## config.mk

```make
export PLATFORM = sky130hd
export DESIGN_NAME = mhrs_ram
export DESIGN_NICKNAME = d
export VERILOG_FILES = /design/src/sv/mhrs_ram.sv
export SDC_FILE = /design/constraint.sdc
export NUM_CORES = 2
export LEC_CHECK = 0
export BUFFER_PORTS_ARGS = -buffer_cell sky130_fd_sc_hd__buf_2
export CORE_ASPECT_RATIO = 1.75
export CORE_MARGIN = 8
export CORE_UTILIZATION = 45
export DETAILED_ROUTE_END_ITERATION = 8
export PLACE_DENSITY = 0.7
export SYNTH_ARGS = -nofsm -noshare
export SYNTH_HDL_FRONTEND = slang
export SYNTH_SLANG_ARGS = --single-unit
```

## constraint.sdc

```tcl
create_clock -name clock -period 5.83 [get_ports clock]
set_input_delay 0.2915 -clock clock [delete_from_list [all_inputs] [get_ports clock]]
set_output_delay 0.2915 -clock clock [all_outputs]
set_load 0.01 [all_outputs]
```

## src/sv/mhrs_ram.sv

```systemverilog
// Generic single-write, single-read RAM with registered read data.
// No dependencies.
`default_nettype none

module mhrs_ram #(
   parameter int WIDTH = 68,
   parameter int DEPTH = 32
) (
   input  wire logic                                       clock,
   input  wire logic                                       wr_en,
   input  wire logic [((DEPTH > 1) ? $clog2(DEPTH) : 1)-1:0] wr_addr,
   input  wire logic [WIDTH-1:0]                           wr_data,
   input  wire logic                                       rd_en,
   input  wire logic [((DEPTH > 1) ? $clog2(DEPTH) : 1)-1:0] rd_addr,
   output logic [WIDTH-1:0]                                rd_data
);

   logic [WIDTH-1:0] mem_ff [DEPTH];
   logic [WIDTH-1:0] rd_data_ff;

   always_ff @(posedge clock) begin
      if (wr_en) mem_ff[wr_addr] <= wr_data;
      if (rd_en) rd_data_ff <= mem_ff[rd_addr];
   end

   assign rd_data = rd_data_ff;

endmodule

`default_nettype wire

```

==> metrics <==
drt initial violations=4883; CP Cell Sequence=buf_2 > nand3b_1 > nor2_4 > buf_4; status=finished clean; Max Slew Vio Count=0; CP Data Arrival Time=2.96 ns; Slew HR=0.2317; CP max FO=29; Clock Skew=0.04714 ns; Post-Route WL=199600 um; Fmax=0.3923 GHz; Via-to-Cell Ratio=6.130; # IOs=149; DR WL/cell=32.22 um; Final setup viols=0; Yosys cell types=30; drt first pass iters=7; CTS tree=done; Core ar.=186800 um^2; Sinks on Clock Net=2244; Seq/Total Area, Yosys=0.7968; gate count of the mapped netlist=3286; clk slew on worst S/H paths=0.07 ns; pre-CTS WS=2.496 ns; largest net degree at the start of global routing=95; synth warn=0; Synthesized Nets=3367; Post-Syn Area per Cell=25.74 um^2; Comb pwr share=0.049; nets=3693; Critical Path Sink Type=flip-flop; cell row count=210; initial antenna violation count=20; Final ANT Viol Nets=0; via count=37960; DRC=0; setup TNS=0 ns; H-tree Lvls=4; unrepaired setup endpoints after global routing=no; max_cap viols=0; Sequential Power Share=0.569; Hold Path Class=in -> reg; GRT Resource Usage Total=0.1956; CTS root buf=clkbuf_16; Final WS setup=3.281 ns; CTS resizes=0; first-pass GRT wire length=284900 um; Detailed Place HPWL=96380 um; Int Power=25.35 mW; Pleak=29.32 nW; clock power share=0.382; most common cell after layout, fill and taps aside=edfxtp_1; most frequent cells in the layout=edfxtp_1, mux4_2, clkbuf_16; CP max-delay cell=nor2_4; crit-path max cell delay=1.08 ns; Die Span Y=589.5 um; GRT overflow=0; sw frac=0.2019; layout cells sized above 1=0.3317; area leader, netlist=edfxtp_1; power per cell area=333.1 nW/um^2; Worst Tran Pin Value=1.152 ns; ranking of synthesized cells by area=edfxtp_1, mux4_2, mux2_2; crit path time final=2.549 ns; vias in the first global route=39270; die width=343.7 um; Fin. Hold Viols=0; Startpoint Class=input port; worst skew pair latency=0.81 ns; Area growth syn-to-layout=12.72%; Clock Path Buffers=4; top cell type's share of synthesized area=0.7968; Crit Path Class=in -> reg; fillers=13940; Critical Path RT=6.24 ns; CTS Buf Count=185; Starting Density=0.4527; mapped cell area=84570 um^2; synthesis-stage register bit count=2244; VDD IR max=0.2474 mV; crit share post-route=0.4372; routability cong.=0.7358; number of port buffers=148; total setup buffers inserted after CTS=0; P_sw=6.412 mW; full die area=202600 um^2
==> area by class of cell <==
cell class	count	area (um^2)	area share
antenna	8	20.02	0.0002100
clock buffer	221	4786	0.05020
clock inverter	101	979.7	0.01028
inverter	1	3.754	0.00003937
multi-input combinational	874	16630	0.1744
sequential	2244	67380	0.7068
tap	2438	3050	0.03200
timing repair buffer	306	2480	0.02601
==> routing by layer <==
layer / global-route usage / vias up / part of all wire
met4: 0.05249 / 12 / 0.027
li1: - / 14990 / -
met1: 0.2622 / 20830 / 0.38
met5: 0 / - / 0.00040
met2: 0.3354 / 1817 / 0.52
met3: 0.02978 / 322 / 0.081
==> cell families (layout without fill, tap and decap cells) <==
family                 count (synthesis)  count (layout)  share of synthesized area
AO/OA/AOI/OAI                         52              52                   0.004527
buffers and inverters                168             629                   0.009513
flip-flops                          2244            2244                     0.7968
multiplexers                         759             759                     0.1857
other                                  0               8                          0
AND/OR/NAND/NOR                       63              63                   0.003521
==> sequential cells by signal, summed over array words and instances (netlist names) <==
| signal | cells |
|---|---|
| mem_ff | 2176 |
| rd_data | 68 |
==> per-stage QoR <==
step | power [mW] | instance area (um^2) | utilization | hold slack (ns) | instances
final | 31.76 | 95330 | 0.5103 | 0.1417 | 6193
after global routing | 32.59 | 95320 | 0.5102 | 0.1495 | 6188
after CTS | 31.97 | 95310 | 0.5102 | 0.1227 | 6185
after detailed placement | 19.97 | 88870 | 0.4757 | 0.7094 | 5795
after global placement | 19.92 | 88870 | 0.4757 | 0.7114 | 5795
after floorplan | 19.33 | 84570 | - | 0.3904 | 3286
==> final timing paths <==
path	from	end	slack (ns)	cells after the start
setup / recovery	wr_addr[1]	mem_ff[13][3]	3.28	4
hold / removal	rd_addr[3]	rd_data[66]	0.14	2
setup reg to reg	mem_ff[14][35]	rd_data[35]	3.89	3
hold reg to reg	mem_ff[5][17]	rd_data[17]	0.92	3
==> power groups by stage <==
stage | sequential, mW | clock (mW) | combinational [mW]
2_1_floorplan | 18.4 | 0 | 0.901
4_1_cts | 18.1 | 12.3 | 1.58
5_1_grt | 18.1 | 12.8 | 1.66
3_5_place_dp | 18.4 | 0 | 1.53
6_report | 18.1 | 12.1 | 1.55
3_3_place_gp | 18.4 | 0 | 1.50
==> synth_stat cells, drive strengths merged <==
master,number
nand3,2
o211ai,4
o221ai,2
nor2,41
a211oi,4
mux2,79
o22ai,11
nand2,2
nor2b,4
o31a,4
a221oi,13
clkbuf,83
a22oi,4
or3b,3
edfxtp,2244
o21ai,8
nand2b,2
and2,3
mux2i,40
mux4,640
nand3b,5
inv,1
o2bb2ai,2
buf,84
or3,1
==> worst max-delay path, delay by kind of cell <==
family / cells / cell delay [ns]
buffers and inverters: 2 / 0.82
and+or+nand+nor: 2 / 1.79
==> repair_timing <==
| item | in CTS | in global routing |
|---|---|---|
| endpoints found under the setup margin | 0 | 0 |
| endpoints found under the hold margin | 2156 | 0 |
| hold buffers | 68 | 0 |
Power figures use the tool's default switching activity.
