### src/sv/mhrs_pkg.sv
// Types, widths, codes and trig table helpers for the min-height rotation search.
// Used by the top level, the trig ROM and the dot unit; no dependencies.
`default_nettype none

package mhrs_pkg;

   localparam int PT_W      = 32;
   localparam int COEF_W    = 17;
   localparam int PROD_W    = 49;
   localparam int SUM_W     = 50;
   localparam int STORE_W   = 34;
   localparam int HEIGHT_W  = 34;
   localparam int IDX_OUT_W = 8;
   localparam int OP_W      = 2;
   localparam int RND_SHIFT = 15;

   localparam logic [OP_W-1:0] OP_ACC = 2'd0;
   localparam logic [OP_W-1:0] OP_SEL = 2'd1;
   localparam logic [OP_W-1:0] OP_ROT = 2'd2;

   localparam logic KIND_SEL = 1'b0;
   localparam logic KIND_ROT = 1'b1;

   localparam logic signed [STORE_W-1:0] STORE_MAX = 34'sh1_FFFF_FFFF;
   localparam logic signed [STORE_W-1:0] STORE_MIN = 34'sh2_0000_0000;
   localparam logic [PT_W-1:0] SAT_POS = 32'h7FFF_FFFF;
   localparam logic [PT_W-1:0] SAT_NEG = 32'h8000_0000;
   localparam logic signed [SUM_W-1:0] ROUND_BIAS = 50'sd16384;

   localparam longint unsigned PI_Q30  = 64'd3373259426;
   localparam longint          ONE_Q30 = 64'sd1073741824;

   function automatic logic [63:0] mul_q30(input logic [63:0] a, input logic [63:0] b);
      logic [63:0] p;
      p = a * b;
      return p >> 30;
   endfunction

   function automatic logic [15:0] q30_to_q15(input longint s);
      longint c;
      longint r;
      c = s;
      if (c < 0) c = 0;
      if (c > ONE_Q30) c = ONE_Q30;
      r = (c + 64'sd16384) >>> 15;
      return r[15:0];
   endfunction

   function automatic logic [15:0] sin_q15(input logic [63:0] x);
      logic [63:0] x2;
      logic [63:0] term;
      longint      s;
      x2   = mul_q30(x, x);
      s    = longint'(x);
      term = mul_q30(x, x2) / 64'd6;
      s    = s - longint'(term);
      term = mul_q30(term, x2) / 64'd20;
      s    = s + longint'(term);
      term = mul_q30(term, x2) / 64'd42;
      s    = s - longint'(term);
      term = mul_q30(term, x2) / 64'd72;
      s    = s + longint'(term);
      term = mul_q30(term, x2) / 64'd110;
      s    = s - longint'(term);
      return q30_to_q15(s);
   endfunction

   function automatic logic [15:0] cos_q15(input logic [63:0] x);
      logic [63:0] x2;
      logic [63:0] term;
      longint      c;
      x2   = mul_q30(x, x);
      c    = ONE_Q30;
      term = mul_q30(64'(ONE_Q30), x2) / 64'd2;
      c    = c - longint'(term);
      term = mul_q30(term, x2) / 64'd12;
      c    = c + longint'(term);
      term = mul_q30(term, x2) / 64'd30;
      c    = c - longint'(term);
      term = mul_q30(term, x2) / 64'd56;
      c    = c + longint'(term);
      term = mul_q30(term, x2) / 64'd90;
      c    = c - longint'(term);
      term = mul_q30(term, x2) / 64'd132;
      c    = c + longint'(term);
      return q30_to_q15(c);
   endfunction

endpackage

`default_nettype wire

### src/sv/mhrs_dot_unit.sv
// Shared rotation unit: a*u + b*v, rounded half up from Q.31 to Q17.16.
// Two pipeline stages (products, then sum and round); depends on mhrs_pkg.
`default_nettype none

module mhrs_dot_unit #(
   parameter int TAG_W = 5
) (
   input  wire logic                                 clock,
   input  wire logic                                 reset,
   input  wire logic                                 issue,
   input  wire logic [TAG_W-1:0]                     issue_tag,
   input  wire logic signed [mhrs_pkg::COEF_W-1:0]   coef_a,
   input  wire logic signed [mhrs_pkg::COEF_W-1:0]   coef_b,
   input  wire logic signed [mhrs_pkg::PT_W-1:0]     pt_u,
   input  wire logic signed [mhrs_pkg::PT_W-1:0]     pt_v,
   output logic                                      p1_valid,
   output logic [TAG_W-1:0]                          p1_tag,
   output logic                                      res_valid,
   output logic [TAG_W-1:0]                          res_tag,
   output logic signed [mhrs_pkg::STORE_W-1:0]       res_value
);
   import mhrs_pkg::*;

   logic                      p1_valid_ff;
   logic [TAG_W-1:0]          p1_tag_ff;
   logic signed [PROD_W-1:0]  prod_a_ff;
   logic signed [PROD_W-1:0]  prod_b_ff;
   logic                      res_valid_ff;
   logic [TAG_W-1:0]          res_tag_ff;
   logic signed [STORE_W-1:0] res_value_ff;

   logic signed [PROD_W-1:0]  prod_a_in;
   logic signed [PROD_W-1:0]  prod_b_in;
   logic signed [SUM_W-1:0]   sum_w;
   logic signed [SUM_W-1:0]   rnd_w;

   always_comb begin
      prod_a_in = PROD_W'(coef_a) * PROD_W'(pt_u);
      prod_b_in = PROD_W'(coef_b) * PROD_W'(pt_v);
      sum_w     = SUM_W'(prod_a_ff) + SUM_W'(prod_b_ff) + ROUND_BIAS;
      rnd_w     = sum_w >>> RND_SHIFT;
   end

   always_ff @(posedge clock) begin
      if (reset) begin
         p1_valid_ff  <= 1'b0;
         res_valid_ff <= 1'b0;
      end else begin
         p1_valid_ff  <= issue;
         res_valid_ff <= p1_valid_ff;
      end
      p1_tag_ff    <= issue_tag;
      prod_a_ff    <= prod_a_in;
      prod_b_ff    <= prod_b_in;
      res_tag_ff   <= p1_tag_ff;
      res_value_ff <= rnd_w[STORE_W-1:0];
   end

   assign p1_valid  = p1_valid_ff;
   assign p1_tag    = p1_tag_ff;
   assign res_valid = res_valid_ff;
   assign res_tag   = res_tag_ff;
   assign res_value = res_value_ff;

endmodule

`default_nettype wire

### config.mk
export PLATFORM = sky130hd
export DESIGN_NAME = mhrs_dot_unit
export DESIGN_NICKNAME = d
export VERILOG_FILES = /design/src/sv/mhrs_pkg.sv /design/src/sv/mhrs_dot_unit.sv
export SDC_FILE = /design/constraint.sdc
export NUM_CORES = 2
export LEC_CHECK = 0
export BUFFER_PORTS_ARGS = -buffer_cell sky130_fd_sc_hd__buf_2
export CORE_ASPECT_RATIO = 1.25
export CORE_UTILIZATION = 35
export CTS_CLUSTER_DIAMETER = 100
export CTS_CLUSTER_SIZE = 24
export DETAILED_ROUTE_END_ITERATION = 8
export PLACE_DENSITY = 0.62
export SLEW_MARGIN = 20
export SYNTH_ARGS = -nofsm -noshare
export SYNTH_HDL_FRONTEND = slang
export SYNTH_SLANG_ARGS = --single-unit
### constraint.sdc
create_clock -name clock -period 22.5 [get_ports clock]
set_clock_uncertainty 0.15 [all_clocks]
set_input_delay 5.625 -clock clock [delete_from_list [all_inputs] [get_ports clock]]
set_output_delay 5.625 -clock clock [all_outputs]
set_load 0.02 [all_outputs]
==> metrics.cfg <==
[floorplanning]
core_um2=120100
dieArea_um2=122800
io_pins=152
num_rows=142
start_util_pct=35.36
die_w_um=313.6
die_h_um=391.5

[detailed_routing]
route.detailed.drc=0
vias_per_cell=4.895
route.vias.total=30140
drt_wl_total_mm=105.0
first_pass_iters=5
drtIter0Drc=1366
ant_nets=0
wire_per_inst_um=17.06

[setup_path]
start_kind=primary input
rr_worst_depth=11
critPathKind=in -> reg
rrSetupSlack_ns=18.62
crit_required_ns=22.71
cp-end-kind=register
worst_ep_arrival_time_ns=12.09
critPathLaunch=coef_a[9]
rr_endpoint=res_value[25]
rr_startpoint=prod_a_ff[7]
crit_path_max_fanout=32

[synth]
synth_warnings=0
async_reset_ff_share_pct=0
synth_edf_count=0
yosysSeqAreaShare_pct=6.787
synth_cell_types=74
ys_ff_latch=144
netlist_instances=4566
synth.avg_cell_area_um2=9.302
syn_nets=6037
synth_area_um2=42470
synth_top_flop_cell=dfxtp_1

[global_routing]
antenna_found_initial=11
track_usage_pct=18.00
grt_max_degree=33
grt_pass1_vias=33510
grt_pass1_wl_mm=173.8
grt_overflow=0

[sta]
setup_violations=0
worst_slew_pin_slew_ns=0.8470
tns_ns=0
finalHoldViolCount=0
slew_headroom_pct=42.07
slew_violations=0
fin_crit_sh_pct=52.77
fin_hold_ws_ns=0.1953
fin_crit_ns=11.87
rsz0062_at_grt=no
timing.fmax_ghz=0.08422

[clock_network]
hold_buffers=0
numClockSinks=144
cts_max_path_buffers=2
insertion_delay_ns=0.43
cts-root-buf=clkbuf_16
cts_made_buffers=17
cts_setup_buffers=0
htree_levels=4
cts-resized-gates=0
clk_pin_slew_ns=0.07
tritoncts=built

[placement]
dp_hpwl_mm=87.16
placed_area_um2=44530
gp_congestion=0.8840
port_buffers=151

[final_layout]
num_antenna_cells=0
area_delta_synth_final_pct=6.280
fin_area_um2=45140
nNetsFinal=6031
final_cell_mix=1,042 x fa_1, 1,032 x inv_1, 620 x nand2_1
final_util_pct=37.59
final_common_cell=fa_1
drive_gt1_share_pct=4.570

[hold_path]
hp-class=reg -> reg
worstHoldStart=p1_tag[0]
hold_end=res_tag[0]
hold_depth=0

[outcome]
status=completed

[run]
drv_cap=0

-- cell families after synthesis --
kind of cell / synth area share [%]
AOI/OAI and AO/OA: 5.877
and+or+nand+nor: 15.33
DFF: 6.787
buffers and inverters: 10.76
xor gates and xnor gates: 2.619
adders and majority gates: 58.63
-- stage by stage --
step | std cells | setup slack [ns]
after floorplan | 4566 | 11.03
after global placement | 6125 | 10.30
after global routing | 6157 | 10.27
after detailed placement | 6125 | 10.22
after CTS | 6157 | 10.67
final | 6157 | 10.63
-- critical path, cell delays in order --
cell	delay (ns)
buf_2	0.54
nand2_1	0.18
fa_1	0.54
inv_1	0.05
fa_1	0.49
inv_1	0.05
fa_1	0.54
inv_1	0.05
fa_1	0.49
fa_1	0.52
fa_1	0.41
ha_1	0.38
and4_1	0.24
and3_1	0.16
nand3_1	0.12
a31oi_1	0.44
a31oi_1	0.25
o21ai_2	0.40
a21oi_1	0.22
o21bai_1	0.20
xor2_1	0.15
-- synthesized netlist by cell type (5+ instances only) --
master    count  share of area (%)
nand4_1      13               0.19
o21ai_1       7              0.082
dfxtp_1     144                6.8
and2_1      482                7.1
xor2_1       37               0.76
clkbuf_1    169                1.5
o21bai_1     18               0.32
fa_1       1042                 49
a31o_2        5               0.10
o21a_1       13               0.23
a21oi_1     127                1.5
nor2b_1      10               0.15
a211oi_1     13               0.23
nand3_1      21               0.25
nand2b_1     28               0.41
nor2_1      114                1.0
and3_1       16               0.24
o211ai_1     11               0.19
xnor2_1      90                1.9
a21o_1       65                1.1
inv_1      1032                9.1
nand2_1     620                5.5
ha_1        323                9.5
nor3_1       12               0.14
a31oi_1      13               0.19
o21ai_0      59               0.70
a211o_1       5               0.10
-- layout make-up --
class / count / area (um^2)
Fill cell: 12250 / 74960
Multi-Input combinational cell: 3212 / 35020
Inverter: 1033 / 3877
Sequential cell: 144 / 2883
Tap cell: 1584 / 1982
Timing Repair Buffer: 152 / 763.2
Clock buffer: 17 / 425.4
Clock inverter: 15 / 190.2
-- registers in the layout, indices dropped and copies added, names as in the netlist --
name       count
res_tag        5
res_value     34
prod_a_ff     49
res_valid      1
p1_tag         5
p1_valid       1
prod_b_ff     49
-- how the worst max path moves through the flow --
stage	slack (ns)	cells past startpoint	end
floorplan	11.03	24	prod_b_ff[47]
finish	10.63	21	prod_a_ff[45]
global placement	10.30	21	prod_a_ff[47]
detailed placement	10.22	21	prod_a_ff[47]
global route	10.27	21	prod_a_ff[47]
CTS	10.67	21	prod_a_ff[47]
-- per-layer routing --
layer  part of all wire [%]  global-route usage [%]  wire length, um
met1                     37                   19.85            38750
met2                     55                   34.40            57320
met3                    3.5                   2.018             3691
met4                    4.9                   7.707             5149
met5                  0.091                       0               96
Power is left out: the tool's default activity adds up to more than one toggle a clock period on the data nets, which glitch-free logic cannot reach.
